<file path="src/sv/slu_pkg.sv">
// Shared types and codes for the string literal decoder.
// No dependencies; used by the step logic, the top level and the checker.
package slu_pkg;

   // Configuration reset: buffer size and the derived count limit.
   localparam logic [19:0] MAX_LEN_RESET = 20'd524288;
   localparam logic [19:0] LIMIT_RESET   = MAX_LEN_RESET - 20'd5;

   // Result status codes.
   localparam logic [2:0] ST_DATA = 3'd0;
   localparam logic [2:0] ST_DONE = 3'd1;
   localparam logic [2:0] ST_ESC  = 3'd2;
   localparam logic [2:0] ST_LONG = 3'd3;
   localparam logic [2:0] ST_TERM = 3'd4;

   // Decoder mode codes.
   localparam logic [2:0] M_IDLE = 3'd0;
   localparam logic [2:0] M_BODY = 3'd1;
   localparam logic [2:0] M_ESC  = 3'd2;
   localparam logic [2:0] M_ZERO = 3'd3;
   localparam logic [2:0] M_HEX  = 3'd4;
   localparam logic [2:0] M_OCT  = 3'd5;
   localparam logic [2:0] M_BIN  = 3'd6;
   localparam logic [2:0] M_TER  = 3'd7;

   // Input word.
   typedef struct packed {
      logic [7:0] text_byte;
      logic       starts_literal;
   } req_type;

   // Result word.
   typedef struct packed {
      logic [7:0] out_byte;
      logic [2:0] status;
      logic       last;
   } rsp_type;

   // Decoder state carried from one word to the next.
   typedef struct packed {
      logic [2:0]  mode;
      logic [7:0]  escape_value;
      logic [1:0]  continuation_left;
      logic [19:0] out_count;
   } state_type;

   // Outcome of one input word: next state and up to two results.
   typedef struct packed {
      state_type  st;
      logic [1:0] n;
      rsp_type    r0;
      rsp_type    r1;
   } work_type;

endpackage

</file>
<file path="src/sv/slu_step.sv">
// Combinational decode of one input word against the current decoder state.
// Depends on slu_pkg for the state, word and result types and the codes.
module slu_step
   import slu_pkg::*;
(
   input  state_type   state,
   input  req_type     req,
   input  logic [19:0] limit,
   output work_type    work
);

   // Append one result to the outcome.
   function automatic work_type put(work_type w, logic [7:0] b, logic [2:0] st,
                                    logic lst);
      rsp_type r;
      r.out_byte = b;
      r.status   = st;
      r.last     = lst;
      if (w.n == 2'd0) begin
         w.r0 = r;
      end else if (w.n == 2'd1) begin
         w.r1 = r;
      end
      if (w.n != 2'd2) begin
         w.n = w.n + 2'd1;
      end
      return w;
   endfunction

   // Final result of a literal; the decoder goes idle.
   function automatic work_type finish(work_type w, logic [2:0] st);
      w = put(w, 8'd0, st, 1'b1);
      w.st.mode              = M_IDLE;
      w.st.continuation_left = 2'd0;
      w.st.escape_value      = 8'd0;
      return w;
   endfunction

   // Count an output byte; reaching the limit replaces it with an error.
   function automatic work_type emit_data(work_type w, logic [7:0] b, logic [19:0] lim);
      w.st.out_count = w.st.out_count + 20'd1;
      if (w.st.out_count >= lim) begin
         w = finish(w, ST_LONG);
      end else begin
         w = put(w, b, ST_DATA, 1'b0);
      end
      return w;
   endfunction

   // A byte in the quotes: text (UTF-8 passes through), closing quote, backslash or NUL.
   function automatic work_type body_byte(work_type w, logic [7:0] b, logic [19:0] lim);
      logic [1:0] cl;
      cl = 2'd0;
      if (w.st.continuation_left != 2'd0) begin
         if (b == 8'h00) begin
            w = finish(w, ST_TERM);
         end else begin
            w.st.continuation_left = w.st.continuation_left - 2'd1;
            w = emit_data(w, b, lim);
         end
      end else if (b == 8'h00) begin
         w = finish(w, ST_TERM);
      end else if (b == 8'h22) begin
         w = finish(w, ST_DONE);
      end else if (b == 8'h5C) begin
         w.st.mode = M_ESC;
      end else begin
         if (b[7]) begin
            if ((b & 8'hE0) == 8'hC0) begin
               cl = 2'd1;
            end else if ((b & 8'hF0) == 8'hE0) begin
               cl = 2'd2;
            end else if ((b & 8'hF8) == 8'hF0) begin
               cl = 2'd3;
            end
         end
         w = emit_data(w, b, lim);
         if (w.st.mode == M_BODY) begin
            w.st.continuation_left = cl;
         end
      end
      return w;
   endfunction

   // Digit value of a hex character; 31 marks a non-digit.
   function automatic logic [4:0] digit_of(logic [7:0] b);
      logic [4:0] d;
      d = 5'd31;
      if (b >= 8'h30 && b <= 8'h39) begin
         d = 5'(b - 8'h30);
      end else if (b >= 8'h61 && b <= 8'h66) begin
         d = 5'(b - 8'h61 + 8'd10);
      end else if (b >= 8'h41 && b <= 8'h46) begin
         d = 5'(b - 8'h41 + 8'd10);
      end
      return d;
   endfunction

   // One byte of a numeric escape in the given base.
   function automatic work_type run_byte(work_type w, logic [7:0] b, logic [4:0] base,
                                         logic [19:0] lim);
      logic [4:0]  d;
      logic [12:0] acc;
      d   = digit_of(b);
      acc = 13'(w.st.escape_value) * 13'(base) + 13'(d);
      if (d < base) begin
         w.st.escape_value = acc[7:0];
      end else begin
         w = emit_data(w, w.st.escape_value, lim);
         w.st.escape_value = 8'd0;
         if (w.st.mode != M_IDLE) begin
            w.st.mode = M_BODY;
            w = body_byte(w, b, lim);
         end
      end
      return w;
   endfunction

   // The character after a backslash.
   function automatic work_type escape_byte(work_type w, logic [7:0] b, logic [19:0] lim);
      logic [7:0] c;
      logic       lit;
      c   = 8'd0;
      lit = 1'b1;
      w.st.escape_value = 8'd0;
      case (b)
         8'h61: c = 8'd7;
         8'h62: c = 8'd8;
         8'h76: c = 8'd11;
         8'h66: c = 8'd12;
         8'h6E: c = 8'd10;
         8'h74: c = 8'd9;
         8'h5C: c = 8'h5C;
         8'h72: c = 8'd13;
         8'h22: c = 8'h22;
         8'h27: c = 8'h27;
         8'h75, 8'h78: begin
            w.st.mode = M_HEX;
            lit = 1'b0;
         end
         8'h30: begin
            w.st.mode = M_ZERO;
            lit = 1'b0;
         end
         default: begin
            w = finish(w, ST_ESC);
            lit = 1'b0;
         end
      endcase
      if (lit) begin
         w.st.mode = M_BODY;
         w = emit_data(w, c, lim);
      end
      return w;
   endfunction

   // Decode one word.
   always_comb begin
      work    = '0;
      work.st = state;
      if (req.starts_literal) begin
         work.st.continuation_left = 2'd0;
         work.st.escape_value      = 8'd0;
         work.st.out_count         = 20'd0;
         if (req.text_byte == 8'h22) begin
            work.st.mode = M_BODY;
         end else begin
            work = finish(work, ST_TERM);
         end
      end else begin
         case (state.mode)
            M_BODY: work = body_byte(work, req.text_byte, limit);
            M_ESC:  work = escape_byte(work, req.text_byte, limit);
            M_ZERO: begin
               if (req.text_byte == 8'h62) begin
                  work.st.mode = M_BIN;
               end else if (req.text_byte == 8'h63) begin
                  work.st.mode = M_TER;
               end else if (req.text_byte == 8'h78 || req.text_byte == 8'h58) begin
                  work.st.mode = M_HEX;
               end else begin
                  work.st.mode = M_OCT;
                  work = run_byte(work, req.text_byte, 5'd8, limit);
               end
            end
            M_HEX:  work = run_byte(work, req.text_byte, 5'd16, limit);
            M_OCT:  work = run_byte(work, req.text_byte, 5'd8, limit);
            M_BIN:  work = run_byte(work, req.text_byte, 5'd2, limit);
            M_TER:  work = run_byte(work, req.text_byte, 5'd3, limit);
            default: work.st.mode = M_IDLE;
         endcase
      end
   end

endmodule

</file>
<file path="src/sv/string_literal_unescape_top.sv">
// Top level of the string literal decoder: input register, step logic, result buffer.
// Depends on slu_pkg and slu_step.
//
// Usage:
// The req channel takes one source byte per word together with a flag that
// marks the opening quote of a new literal. The rsp channel gives decoded
// bytes and a final status word (done or an error) flagged with last.
// One word may give zero, one or two results.
// The csr port writes the buffer size at any edge with csr_we high; the user must
// write it only while no words are in flight, as the block does not enforce this.
// A word accepted into the input register is decoded from it and its results
// are registered in the result buffer, where they can be taken.
// Throughput: one word per cycle while each word gives at most one result and
// the receiver takes every result; a word giving two results can hold back the
// next word, since the result buffer drains one word per cycle.
// Reset (synchronous, active high) empties both registers, returns the decoder
// to idle and restores the buffer size to its reset value.
// When the receiver stalls, results wait in a two-entry buffer and req_ready
// drops once the pending word does not fit in the space left.
module string_literal_unescape_top
   import slu_pkg::*;
(
   input  logic        clock,
   input  logic        reset,
   input  logic        req_valid,
   output logic        req_ready,
   input  req_type     req_data,
   output logic        rsp_valid,
   input  logic        rsp_ready,
   output rsp_type     rsp_data,
   input  logic        csr_we,
   input  logic [19:0] csr_wdata
);

   logic        in_valid_ff, in_valid_in;
   req_type     in_ff, in_in;
   state_type   state_ff, state_in;
   logic [19:0] limit_ff, limit_in;
   logic [1:0]  out_cnt_ff, out_cnt_in;
   rsp_type     out0_ff, out0_in;
   rsp_type     out1_ff, out1_in;

   work_type    work;
   logic        pop;
   logic        fire;
   logic        accept;
   logic [1:0]  remain;
   logic [2:0]  need;

   // Decode the registered word.
   slu_step u_step (
      .state (state_ff),
      .req   (in_ff),
      .limit (limit_ff),
      .work  (work)
   );

   // Handshake: decode when its results fit in the buffer after this cycle's pop.
   assign rsp_valid = (out_cnt_ff != 2'd0);
   assign rsp_data  = out0_ff;
   assign pop       = rsp_valid && rsp_ready;
   assign remain    = out_cnt_ff - {1'b0, pop};
   assign need      = {1'b0, remain} + {1'b0, work.n};
   assign fire      = in_valid_ff && (need <= 3'd2);
   assign req_ready = !in_valid_ff || fire;
   assign accept    = req_valid && req_ready;

   // Input register next values.
   always_comb begin
      in_valid_in = in_valid_ff;
      in_in       = in_ff;
      if (accept) begin
         in_valid_in = 1'b1;
         in_in       = req_data;
      end else if (fire) begin
         in_valid_in = 1'b0;
      end
   end

   // Decoder state and count limit next values.
   always_comb begin
      state_in = fire ? work.st : state_ff;
      limit_in = limit_ff;
      if (csr_we) begin
         limit_in = (csr_wdata >= 20'd5) ? csr_wdata - 20'd5 : 20'd0;
      end
   end

   // Result buffer: shift on pop, append the new results behind what remains.
   always_comb begin
      out0_in    = out0_ff;
      out1_in    = out1_ff;
      out_cnt_in = remain;
      if (pop) begin
         out0_in = out1_ff;
      end
      if (fire) begin
         out_cnt_in = need[1:0];
         case (remain)
            2'd0: begin
               out0_in = work.r0;
               out1_in = work.r1;
            end
            2'd1: out1_in = work.r0;
            default: ;
         endcase
      end
   end

   // Control registers.
   always_ff @(posedge clock) begin
      if (reset) begin
         in_valid_ff <= 1'b0;
         out_cnt_ff  <= 2'd0;
         state_ff    <= '{mode: M_IDLE, escape_value: 8'd0, continuation_left: 2'd0,
                          out_count: 20'd0};
         limit_ff    <= LIMIT_RESET;
      end else begin
         in_valid_ff <= in_valid_in;
         out_cnt_ff  <= out_cnt_in;
         state_ff    <= state_in;
         limit_ff    <= limit_in;
      end
   end

   // Payload registers.
   always_ff @(posedge clock) begin
      in_ff   <= in_in;
      out0_ff <= out0_in;
      out1_ff <= out1_in;
   end

endmodule

</file>
<file path="config.mk">
export PLATFORM = sky130hd
export DESIGN_NAME = string_literal_unescape_top
export DESIGN_NICKNAME = d
export VERILOG_FILES = /design/src/sv/slu_pkg.sv /design/src/sv/slu_step.sv /design/src/sv/string_literal_unescape_top.sv
export SDC_FILE = /design/constraint.sdc
export NUM_CORES = 1
export LEC_CHECK = 0
export ABC_AREA = 1
export BUFFER_PORTS_ARGS = -buffer_cell sky130_fd_sc_hd__buf_2
export CAP_MARGIN = 20
export CORE_MARGIN = 2
export CORE_UTILIZATION = 35
export DETAILED_ROUTE_END_ITERATION = 10
export PLACE_DENSITY = 0.6
export SLEW_MARGIN = 25
export SYNTH_ARGS = -nofsm -noshare
export SYNTH_HDL_FRONTEND = slang
export SYNTH_SLANG_ARGS = --single-unit
</file>
<file path="constraint.sdc">
create_clock -name clock -period 5.1 [get_ports clock]
set_clock_uncertainty 0.15 [all_clocks]
set_input_delay 0.765 -clock clock [delete_from_list [all_inputs] [get_ports clock]]
set_output_delay 0.765 -clock clock [all_outputs]
set_load 0.03 [all_outputs]
</file>
# Yosys cells after proc, flatten, opt, wreduce, memory -nomap -nowiden
# Cells that the tools add are included.
dict set report classes {
  n_mul 1
  order_cmp 20
  muxes 264
  n_div 0
  n_reduce_logical 40
  bitwise 0
  eq_ne 60
  n_addsub 32
  shift 0
}
# op count
set op_table {}
lappend op_table {{59-bit two-way mux} 102}
lappend op_table {{12-bit two-way mux} 69}
lappend op_table {{57-bit two-way mux} 11}
lappend op_table {{56-bit two-way mux} 11}
lappend op_table {{56-bit case mux with 7 select lines} 1}
lappend op_table {{48-bit two-way mux} 6}
lappend op_table {{20-bit by 1-bit adder with 20-bit output, second input constant} 7}
lappend op_table {{20-bit >= comparator} 7}
lappend op_table {{8-bit by 7-bit equality test with 1-bit output, second input constant} 12}
lappend op_table {{5-bit two-way mux} 16}
lappend op_table {{7-bit case mux with 10 select lines} 1}
lappend op_table {{3-bit two-way mux} 14}
lappend op_table {{8-bit by 5-bit adder with 8-bit output} 5}
lappend op_table {{8-bit two-way mux} 5}
lappend op_table {{2-bit two-way mux} 17}
lappend op_table {{3-bit != test, second input constant} 9}
lappend op_table {{25-bit two-way mux} 1}
lappend op_table {{8-bit by 6-bit equality test with 1-bit output, second input constant} 3}
lappend op_table {{12-bit case mux with 2 select lines} 1}
lappend op_table {{3-bit by 1-bit equality test with 1-bit output, second input constant} 7}
lappend op_table {{3-bit case mux with 7 select lines} 1}
lappend op_table {{20-bit by 3-bit >= comparator with 1-bit output, second input constant} 1}
lappend op_table {{20-bit two-way mux} 1}
lappend op_table {{20-bit by 3-bit subtractor with 20-bit output, second input constant} 1}
lappend op_table {{other kinds (45)} 108}
dict set report totals {
  input_bits 34
  mem_count 0
  ram_bits 0
  output_inout_bits 14
  latchBits 0
  register_bits 89
  wordCells 432
  romBits 0
}

# Longest topological paths before layout
# Gate-level depths: netlist of run 1.
dict set report logic_depth {
  depth_word 51
  mapped_depth 38
  mapped_depth_nobuf 36
}

# Hierarchy
# A second synthesis of run 1 with hierarchy kept.
dict set report hier_totals {
  cells_unflattened 1739
  area_unflattened_um2 10516.3
}
# mod seq_area_each_um2 cells_per_inst area_each_um2 instances
set modules_own_cells {}
lappend modules_own_cells {slu_step 0.0 1244 6647.6 1}
lappend modules_own_cells {string_literal_unescape_top 1991.9 495 3868.7 1}

# Worst setup path after synthesis of run 1
# No wires, ideal clock.
dict set report synth_path {
  path_kind {register to output}
  start {register state_ff[0] (netlist name)}
  end {output req_ready}
  path_buffers 1
  arrival_ns 4.426
  stages_incl_launch_ff 30
  t_required_ns 4.185
  setup_slack_ns -0.241
  cell_sequence {dfxtp_1 ha_1 nand2_4 nor2_4 nand2_1 nor2_1 nand2_1 nand2_1 nand2_1 ha_1 nand2_1 o21a_1 nand3_1 nor2_1 buf_2 nand2_1 ha_1 inv_1 nor2_1 o21ai_0 nand2_1 a211oi_1 o21ai_0 ha_1 inv_1 fa_1 inv_1 nand2_1 nand2_1 nand2_1}
}
dict set report synth_between {
  elab_chain_cells 22
  elab_cells_between_ends 56
  classes_between {add/sub: 2; order compare: 2; mux: 40; reduce/logical: 12}
}
# item line
set synth_lines {}
lappend synth_lines {{start, declared} string_literal_unescape_top.sv:37} ;# state_type state_ff, state_in;
lappend synth_lines {{start signal, assigned} string_literal_unescape_top.sv:115} ;# state_ff <= '{mode: M_IDLE, escape_value: 8'd0, continuation_left: 2'd0,
lappend synth_lines {{start signal, assigned} string_literal_unescape_top.sv:121} ;# state_ff <= state_in;
lappend synth_lines {{20-bit by 1-bit adder with 20-bit output (*)} slu_step.sv:41} ;# w.st.out_count = w.st.out_count + 20'd1;
lappend synth_lines {{20-bit >= comparator (*)} slu_step.sv:42} ;# if (w.st.out_count >= lim) begin
lappend synth_lines {{59-bit two-way mux} slu_step.sv:42}
lappend synth_lines {{59-bit two-way mux} slu_step.sv:106} ;# if (d < base) begin
lappend synth_lines {{59-bit two-way mux} slu_step.sv:179} ;# end else if (req.text_byte == 8'h78 || req.text_byte == 8'h58) begin
lappend synth_lines {{59-bit two-way mux} slu_step.sv:177} ;# end else if (req.text_byte == 8'h63) begin
lappend synth_lines {{59-bit two-way mux} slu_step.sv:175} ;# if (req.text_byte == 8'h62) begin
lappend synth_lines {{59-bit two-way mux} slu_step.sv:171} ;# case (state.mode)
lappend synth_lines {{(+6 left out)} -}
lappend synth_lines {{56-bit two-way mux} slu_step.sv:177}
lappend synth_lines {{56-bit two-way mux} slu_step.sv:175}
lappend synth_lines {{56-bit case mux with 7 select lines (*)} slu_step.sv:171}
lappend synth_lines {{59-bit two-way mux (*)} slu_step.sv:161} ;# if (req.starts_literal) begin
lappend synth_lines {{2-bit by 2-bit adder with 3-bit output (*)} string_literal_unescape_top.sv:63} ;# assign need = {1'b0, remain} + {1'b0, work.n};
lappend synth_lines {{3-bit by 2-bit <= comparator with 1-bit output (*)} string_literal_unescape_top.sv:64} ;# assign fire = in_valid_ff && (need <= 3'd2);
lappend synth_lines {{1-bit logical AND (*)} string_literal_unescape_top.sv:64}
lappend synth_lines {{1-bit logical OR (*)} string_literal_unescape_top.sv:65} ;# assign req_ready = !in_valid_ff || fire;
lappend synth_lines {{end, declared} string_literal_unescape_top.sv:26} ;# output logic req_ready,
# Every way passes the cells marked *; elsewhere a longest branch is shown, timed or not. The select of a mux whose other input is x is not followed.

# Worst setup path after layout of run 1
dict set report layout_path {
  start {register state_ff[1] (netlist name)}
  end {output req_ready}
}
# Same word-level chain as after synthesis.

==> summary.md, run 1 <==
| Metric | Value |
|---|---|
| Async SR Flop Fraction | `0%` |
| Residual DRC | `0` |
| Vias per cell | `5.017` |
| Most frequent cell after synthesis | `nand2_1` |
| Grt total ovfl | `0` |
| Pwr dens | `243.6 mW/mm²` |
| GRT Total Usage | `19.82%` |
| 1st-iter DRT viols | `430` |
| Area added between synthesis and finish | `21.29%` |
| Worst setup margin | `-0.1189 ns` |
| Max IR drop VDD | `0.0001757 V` |
| Largest net degree at the start of global routing | `40` |
| Most common library cells after synthesis | `nand2_1 (449), inv_1 (170), nand3_1 (108)` |
| Crit-path leading delay family | `simple AND/OR/NAND/NOR gates` |
| Synth cell types | `59` |
| Path category of the worst min-delay check | `reg -> reg` |
| Worst-Skew Late Latency | `0.36 ns` |
| Mapped Cells | `1,457` |
| CTS Buf Count | `9` |
| Pleak | `5.612 nW` |
| Syn Nets | `1,572` |
| Top_reg_cell synth | `dfxtp_1` |
| Gp weighted congestion | `0.9192` |
| Maximum buffer depth of the clock tree | `2` |
| Die area | `0.02865 mm²` |
| Final Max Tran Viols | `0` |
| Final hold violations | `0` |
| Synth area leader | `nand2_1` |
| Antenna violations before repair | `0` |
| RSZ-0062 raised after global routing | `yes` |
| Routed via count | `9,638` |
| Post-DP HPWL | `22,230 µm` |
| Failing checks | `setup timing` |
| Detailed-route wire length | `27,880 µm` |
| Dpl cells | `1,887` |
| CTS sink count | `89` |
| # rows | `60` |
| Period Utilization, post-route | `102.3%` |
| Crit path buffers/inverters | `7` |
| Pwr Total | `2.825 mW` |
| First-pass GRT wire length | `45,810 µm` |
| Most common cell on crit path | `inv_2` |
| 1st-pass router iterations | `5` |
| Critical path capture point type | `output pin` |
| Core footprint | `0.02688 mm²` |
| Final std cells w/o fill | `1,921` |
| Warnings from Yosys | `0` |
| Die Width | `169.3 µm` |
| Max-cap violations | `0` |
| CTS tree | `done` |
| CP arrival | `4.30 ns` |
| Crit Path Max Fanout | `4` |
| Synth Register Bits | `89` |
| Crit path launch type | `flop` |
| Post-detailed-route count of antenna-violating nets | `0` |
| Synth top area share | `17.63%` |
| Crit path required time | `4.18 ns` |
| Measured slew at the worst slew-check pin | `1.093 ns` |
| Starting Density | `35.57%` |
| Critical path's slowest cell | `fa_1` |
| Nets | `1,690` |
| Die height | `169.3 µm` |
| Sequential share of the synthesized area | `20.83%` |
| Post-Syn Area | `0.009560 mm²` |
| Post-route minimum period | `5.219 ns` |
| Hold bufs inserted after CTS | `0` |
| # H-tree levels | `3` |
| Highest clock rate | `191.6 MHz` |
| IO Port Bufs | `47` |
| Setup-failing EPs final | `21` |
| Vias in the first global route | `9,196` |
| Synth top area cells | `nand2_1 (18%), dfxtp_1 (14%), ha_1 (9.6%)` |
| WL per Instance | `14.51 µm` |
| CP peak stage delay | `0.50 ns` |
| Layout cells sized above 1 | `26.84%` |
| Post-Place Setup Slack | `-0.2202 ns` |
| Antenna diodes | `0` |
| Clock Tree Root | `clkbuf_16` |
| Clk pin slew, worst setup/hold paths | `0.07 ns` |
| Relative slew slack | `27.15%` |
| Post-synth EDFFs | `21` |
| Avg Inst Size Synth | `6.562 µm²` |
| Status | `finished with violations` |
| Crit Path Class | `reg -> out` |
| Ports | `48` |
[sequential cells by signal, summed over array words and instances, names as in the netlist]
signal	flops
state_ff	33
limit_ff	20
out1_ff	12
rsp_data	12
in_ff	9
out_cnt_ff	2
in_valid_ff	1
[worst register-to-register path: cells and delay by family, from the launching register on]
| kind | cells | cell delay (ns) |
|---|---|---|
| and+or+nand+nor | 18 | 1.79 |
| adders and majority gates | 5 | 1.29 |
| buffers and inverters | 10 | 0.84 |
| AOI/OAI and AO/OA | 5 | 0.63 |
| DFF | 1 | 0.37 |
[power by group]
group	internal [mW]	switching (mW)
clock	0.339	0.323
sequential	0.840	0.0654
combinational	0.441	0.817
[worst paths after layout]
check / slack (ns) / start / depth (start not counted) / endpoint
worst max-delay path: -0.12 / state_ff[1]$_SDFFE_PP0P_ / 30 / req_ready
worst min-delay path: 0.32 / limit_ff[2]$_SDFFE_PP0P_ / 2 / limit_ff[2]$_SDFFE_PP0P_
worst min register to register: 0.32 / limit_ff[2]$_SDFFE_PP0P_ / 2 / limit_ff[2]$_SDFFE_PP0P_
worst max register to register: -0.05 / state_ff[1]$_SDFFE_PP0P_ / 38 / state_ff[17]$_SDFFE_PP0P_
[placed cells by master (no fill, tap or decap), types with 19 or more instances in the layout]
cell type	count
a21oi_2	31
o21ai_1	27
buf_2	47
nand3_1	101
inv_2	36
a21oi_1	49
nor2_4	25
nor2_1	89
nor2_2	19
o211ai_1	20
inv_1	156
o21ai_0	30
nand2_2	63
ha_1	61
nand2_4	20
nand4_1	19
nand2_1	428
buf_4	74
edfxtp_1	21
dfxtp_1	60
xor2_1	20
[stage by stage]
step                util (%)  hold slack [ns]  setup TNS, ns  cell area (µm²)
floorplan                  -           0.2929              0             9588
global placement       39.56           0.3043        -0.2329            10630
detailed placement     39.57           0.3091         -5.049            10640
CTS                    42.04           0.3205        -0.1031            11300
global route           43.15           0.3424         -12.41            11600
finish                 43.15           0.3204        -0.7707            11600
[cells by family after synthesis]
| family | Yosys count | share of synthesized area [%] |
|---|---|---|
| AOI/OAI and AO/OA | 191 | 12.43 |
| DFF | 89 | 20.83 |
| xor gates and xnor gates | 40 | 4.018 |
| adders and majority gates | 81 | 11.23 |
| buffers and inverters | 232 | 9.959 |
| and+or+nand+nor | 824 | 41.53 |
[metal layers]
metal / vias up / share of wire [%] / track usage [%]
met5: - / 0 / 0
met4: 0 / 3.4 / 7.358
li1: 4960 / - / -
met1: 4420 / 45 / 24.68
met3: 54 / 3.5 / 2.775
met2: 204 / 48 / 34.76
[final cells by class]
type	instances	area, µm²
multi-input combinational	1136	7094
fill	2821	15280
clock inverter	7	57.56
timing repair buffer	138	1013
sequential	89	2009
clock buffer	9	225.2
inverter	201	769.5
tap	341	426.7
[repair_timing]
item                                    CTS  global route
pin swaps                                38            28
endpoints found under the setup margin   36            58
buffers inserted                         10             6
gates resized for setup                  81            59
gates cloned                              0             2
Note: power is estimated with default switching activity, not from simulation.
==> run 2, diff against run 1 <==
--- a/config.mk
+++ b/config.mk
@@ -8,6 +8,7 @@
 export ABC_AREA = 1
 export BUFFER_PORTS_ARGS = -buffer_cell sky130_fd_sc_hd__buf_2
 export CAP_MARGIN = 20
+export CORE_ASPECT_RATIO = 0.8
 export CORE_MARGIN = 2
 export CORE_UTILIZATION = 35
 export DETAILED_ROUTE_END_ITERATION = 10
==> summary.md, run 2 (synthesized netlist as in run 1, its figures left out) <==
| Metric | Value |
|---|---|
| Status | `finished with violations` |
| Failing checks | `setup timing` |
| Setup-failing EPs final | `21` |
| FF-to-FF path depth | `37` |
| 1st-iter DRT viols | `766` |
| Clk pin slew, worst setup/hold paths | `0.07 ns` |
| Max IR drop VDD | `0.0002745 V` |
| Antenna violations before repair | `0` |
| Sequential Area | `0.002032 mm²` |
| Detailed-route wire length | `29,370 µm` |
| Final std cells w/o fill | `1,986` |
| Layout cells sized above 1 | `32.43%` |
| CTS Buf Count | `9` |
| Clock Power Share | `23.9%` |
| Reg2Reg Capture Point | `state_ff[1]$_SDFFE_PP0P_` |
| Hold bufs inserted after CTS | `0` |
| CTS tree | `done` |
| RSZ-0062 raised after global routing | `yes` |
| Area added between synthesis and finish | `27.85%` |
| Part of the power in combinational logic | `44.6%` |
| Nets | `1,732` |
| Vias per cell | `5.024` |
| Pleak | `5.980 nW` |
| Crit path buffers/inverters | `7` |
| Fin util | `45.11%` |
| Period Utilization, post-route | `104.3%` |
| Most common cell on crit path | `nand2_4` |
| Pwr Total | `2.867 mW` |
| Most frequent cells in the layout | `nand2_1 (397), inv_1 (155), buf_4 (115)` |
| Crit-path leading delay family | `simple AND/OR/NAND/NOR gates` |
| Largest regs | `state_ff x33, limit_ff x20` |
| Dpl cells | `1,909` |
| Clock Tree Root | `clkbuf_16` |
| Worst R2R Setup Slack | `-0.18 ns` |
| Worst-Skew Late Latency | `0.37 ns` |
| DP Area | `0.01065 mm²` |
| Flop pwr share | `31.5%` |
| Crit path required time | `4.18 ns` |
| Vias in the first global route | `9,097` |
| Worst hold start | `limit_ff[19]$_SDFFE_PP0P_` |
| Antenna diodes | `0` |
| Fillers | `2,664` |
| Critical path's slowest cell | `fa_1` |
| Gp weighted congestion | `0.9484` |
| Reg2Reg Launch Point | `state_ff[0]$_SDFFE_PP0P_` |
| # rows | `54` |
| IO Port Bufs | `47` |
| Starting Density | `35.29%` |
| CP arrival | `4.41 ns` |
| Crit path launch type | `flop` |
| Relative slew slack | `53.90%` |
| Fin Setup TNS | `-3.276 ns` |
| Sw power | `1.241 mW` |
| WL per Instance | `14.79 µm` |
| Number of flip-flops in the largest register | `33` |
| Maximum buffer depth of the clock tree | `2` |
| Ports | `48` |
| Crit Path Max Fanout | `4` |
| Grt total ovfl | `0` |
| GRT Total Usage | `19.84%` |
| Final Instance Area | `0.01222 mm²` |
| Final Max Tran Viols | `0` |
| Post-detailed-route count of antenna-violating nets | `0` |
| Routed via count | `9,977` |
| Max-cap violations | `0` |
| Path category of the worst min-delay check | `reg -> reg` |
| Hold Path Depth | `2` |
| # H-tree levels | `3` |
| Die area | `0.02866 mm²` |
| Measured slew at the worst slew-check pin | `0.6873 ns` |
| Largest net degree at the start of global routing | `40` |
| CP peak stage delay | `0.51 ns` |
| Final hold violations | `0` |
| Worst setup margin | `-0.2213 ns` |
| Largest Register | `state_ff` |
| Internal power | `1.626 mW` |
| 1st-pass router iterations | `5` |
| Residual DRC | `0` |
| CTS sink count | `89` |
| Footprint of the multi-input gates | `0.007340 mm²` |
| Die Width | `188.8 µm` |
| Most common cell after layout, fill and taps aside | `nand2_1` |
| Net Sw Frac | `43.28%` |
| Hold EP | `limit_ff[19]$_SDFFE_PP0P_` |
| Critical path capture point type | `output pin` |
| Core footprint | `0.02709 mm²` |
| Crit Path Class | `reg -> out` |
| Die height | `151.8 µm` |
| Highest clock rate | `187.9 MHz` |
| Pwr dens | `234.6 mW/mm²` |
| Post-DP HPWL | `22,120 µm` |
| First-pass GRT wire length | `46,380 µm` |
| Post-route minimum period | `5.321 ns` |
-- run 2: tightest hold or removal path, cell delays in order, from the launching register on --
cell,delay (ns)
dfxtp_1,0.32
nand2_1,0.06
a21oi_1,0.05
-- run 2: routing by layer --
metal | share of wire [%] | global-route usage [%] | up-vias | wire length, µm
met5 | 0 | 0 | - | 0
met4 | 1.8 | 5.915 | 0 | 540
met1 | 50 | 30.42 | 4567 | 14620
li1 | - | - | 5049 | -
met2 | 42 | 28.69 | 313 | 12310
met3 | 6.5 | 2.426 | 48 | 1897
-- run 2: repair_timing --
action | in CTS | in global routing
pin swaps | 34 | 69
buffers inserted | 41 | 22
setup endpoints to repair | 26 | 48
gates resized for setup | 71 | 145
cloned | 0 | 2
-- run 2: how the worst max path moves through the flow --
stage                     depth (start not counted)  slack [ns]                        end                      start
after global routing                             34       -0.47  state_ff[11]$_SDFFE_PP0P_  state_ff[12]$_SDFFE_PP0P_
after detailed placement                         29       -0.11                  req_ready   state_ff[2]$_SDFFE_PP0P_
after CTS                                        30       -0.06                  req_ready   state_ff[1]$_SDFFE_PP0P_
final                                            30       -0.22                  req_ready   state_ff[0]$_SDFFE_PP0P_
after floorplan                                  37        0.02  state_ff[14]$_SDFFE_PP0P_   state_ff[0]$_SDFFE_PP0P_
after global placement                           28       0.005                  req_ready   state_ff[0]$_SDFFE_PP0P_
-- run 2: area by class of cell --
class                           count  share of cell area, %
Multi-Input combinational cell   1136                  60.05
Sequential cell                    89                  16.62
Timing Repair Buffer              180                  10.90
Inverter                          201                  6.316
Tap cell                          364                  3.726
Clock buffer                        9                  1.843
Clock inverter                      7                 0.5425
-- run 2: stage by stage --
step	worst slack, ns	hold slack, ns
final	-0.2213	0.3242
after global routing	-0.4707	0.3498
after CTS	-0.06131	0.3240
after detailed placement	-0.1142	0.3132
after global placement	0.005107	0.3046
after floorplan	0.02003	0.2929
-- run 2: power groups by stage --
| stage | registers, mW | logic [mW] | clock network, mW |
|---|---|---|---|
| 2_1_floorplan | 0.974 | 0.716 | 0 |
| 3_3_place_gp | 0.920 | 1.09 | 0 |
| 3_5_place_dp | 0.922 | 1.09 | 0 |
| 4_1_cts | 0.904 | 1.13 | 0.701 |
| 5_1_grt | 0.916 | 1.40 | 0.729 |
| 6_report | 0.904 | 1.28 | 0.684 |
==> run 3, diff against run 2 <==
--- a/config.mk
+++ b/config.mk
@@ -12,6 +12,7 @@
 export CORE_MARGIN = 2
 export CORE_UTILIZATION = 35
 export DETAILED_ROUTE_END_ITERATION = 10
+export MAX_ROUTING_LAYER = met4
 export PLACE_DENSITY = 0.6
 export SLEW_MARGIN = 25
 export SYNTH_ARGS = -nofsm -noshare
==> summary.md, run 3 (synthesized netlist as in run 1, its figures left out) <==
| Metric | Value |
|---|---|
| Status | `finished with violations` |
| Failing checks | `setup timing` |
| Ports | `48` |
| Routed via count | `9,655` |
| Post-route minimum period | `5.221 ns` |
| Worst-Skew Late Latency | `0.37 ns` |
| Crit Path Max Fanout | `4` |
| Relative slew slack | `56.00%` |
| Worst R2R Setup Slack | `-0.02 ns` |
| Grt total ovfl | `0` |
| Critical path capture point type | `output pin` |
| CP peak stage delay | `0.52 ns` |
| Antenna violations before repair | `0` |
| First-pass GRT wire length | `45,730 µm` |
| Layout cells sized above 1 | `27.57%` |
| Core footprint | `0.02709 mm²` |
| Final hold violations | `0` |
| Gp weighted congestion | `0.9725` |
| Die Width | `188.8 µm` |
| CTS tree | `done` |
| Path category of the worst min-delay check | `reg -> reg` |
| DP Area | `0.01071 mm²` |
| WL per Instance | `14.46 µm` |
| Footprint of the multi-input gates | `0.007014 mm²` |
| Largest Register | `state_ff` |
| Antenna diodes | `0` |
| Most common cell on crit path | `nand2_2` |
| GRT Total Usage | `20.06%` |
| Maximum buffer depth of the clock tree | `2` |
| CTS Buf Count | `9` |
| Final Max Tran Viols | `0` |
| Final Instance Area | `0.01165 mm²` |
| Fillers | `2,770` |
| RSZ-0062 raised after global routing | `yes` |
| Setup-failing EPs final | `8` |
| Crit path launch type | `flop` |
| Number of flip-flops in the largest register | `33` |
| Detailed-route wire length | `28,330 µm` |
| Crit path required time | `4.18 ns` |
| Area added between synthesis and finish | `21.91%` |
| Residual DRC | `0` |
| Crit-path leading delay family | `simple AND/OR/NAND/NOR gates` |
| Post-DP HPWL | `22,210 µm` |
| Worst setup margin | `-0.1212 ns` |
| Clk pin slew, worst setup/hold paths | `0.07 ns` |
| Max IR drop VDD | `0.0002759 V` |
| Starting Density | `35.29%` |
| # H-tree levels | `3` |
| Post-detailed-route count of antenna-violating nets | `0` |
| Pwr Total | `2.768 mW` |
| Crit path buffers/inverters | `8` |
| Most frequent cells in the layout | `nand2_1 (425), inv_1 (160), nand3_1 (99)` |
| CP arrival | `4.31 ns` |
| Pwr dens | `237.5 mW/mm²` |
| Period Utilization, post-route | `102.4%` |
| # rows | `54` |
| Measured slew at the worst slew-check pin | `0.6575 ns` |
| Vias in the first global route | `8,977` |
| Die height | `151.8 µm` |
| Sequential Area | `0.002019 mm²` |
| Nets | `1,706` |
| 1st-iter DRT viols | `626` |
| CTS sink count | `89` |
| Vias per cell | `4.926` |
| Largest regs | `state_ff x33, limit_ff x20` |
| Crit Path Class | `reg -> out` |
| Pleak | `5.705 nW` |
| Most common cell after layout, fill and taps aside | `nand2_1` |
| Critical path's slowest cell | `fa_1` |
| Largest net degree at the start of global routing | `40` |
| IO Port Bufs | `47` |
| Clock Tree Root | `clkbuf_16` |
| Max-cap violations | `0` |
| Die area | `0.02866 mm²` |
| Highest clock rate | `191.5 MHz` |
| Post-Place Setup Slack | `-0.03406 ns` |
| 1st-pass router iterations | `6` |
[run 3: final cells by class]
cell class | count | area share [%]
clock buffer | 9 | 1.932
clock inverter | 7 | 0.6012
inverter | 201 | 6.581
multi-input combinational | 1136 | 60.18
sequential | 89 | 17.33
tap | 364 | 3.908
timing repair buffer | 154 | 9.469
[run 3: per-stage QoR]
step	cells	util [%]	setup TNS, ns	hold WS [ns]
floorplan	1457	-	0	0.2929
global placement	1916	39.52	0	0.3036
detailed placement	1916	39.52	-0.1799	0.3133
CTS	1954	41.93	-0.1079	0.3276
global route	1960	43.02	-8.616	0.3420
finish	1960	43.02	-0.1924	0.3269
[run 3: where the power goes]
part,internal [mW],switching (mW),leakage (nW)
clock network,0.345,0.340,0.142
logic,0.399,0.780,4.80
registers,0.838,0.0658,0.768
[run 3: worst paths after layout]
kind | from | endpoint | cells after the start
max | state_ff[0]$_SDFFE_PP0P_ | req_ready | 28
min reg2reg | limit_ff[2]$_SDFFE_PP0P_ | limit_ff[2]$_SDFFE_PP0P_ | 2
max reg2reg | state_ff[0]$_SDFFE_PP0P_ | state_ff[20]$_SDFFE_PP0P_ | 40
min | limit_ff[2]$_SDFFE_PP0P_ | limit_ff[2]$_SDFFE_PP0P_ | 2
[run 3: tightest hold or removal path, stage by stage (launching register included)]
cell and delay [ns]:
dfxtp_1 0.32, nand2_1 0.06, a21oi_1 0.06
[run 3: repair_timing]
item                       in CTS  in global routing
pin swaps                      28                 45
hold buffers                    0                  0
gates resized for setup        57                 67
setup buffers                  22                  7
setup endpoints to repair      21                 34
[run 3: metal layers]
metal / vias up / GRT usage, % / share of wire, %
met3: 30 / 2.564 / 6.2
met5: - / - / 0
met4: 0 / 3.869 / 1.5
met1: 4372 / 30.45 / 52
met2: 280 / 28.19 / 40
li1: 4973 / - / -
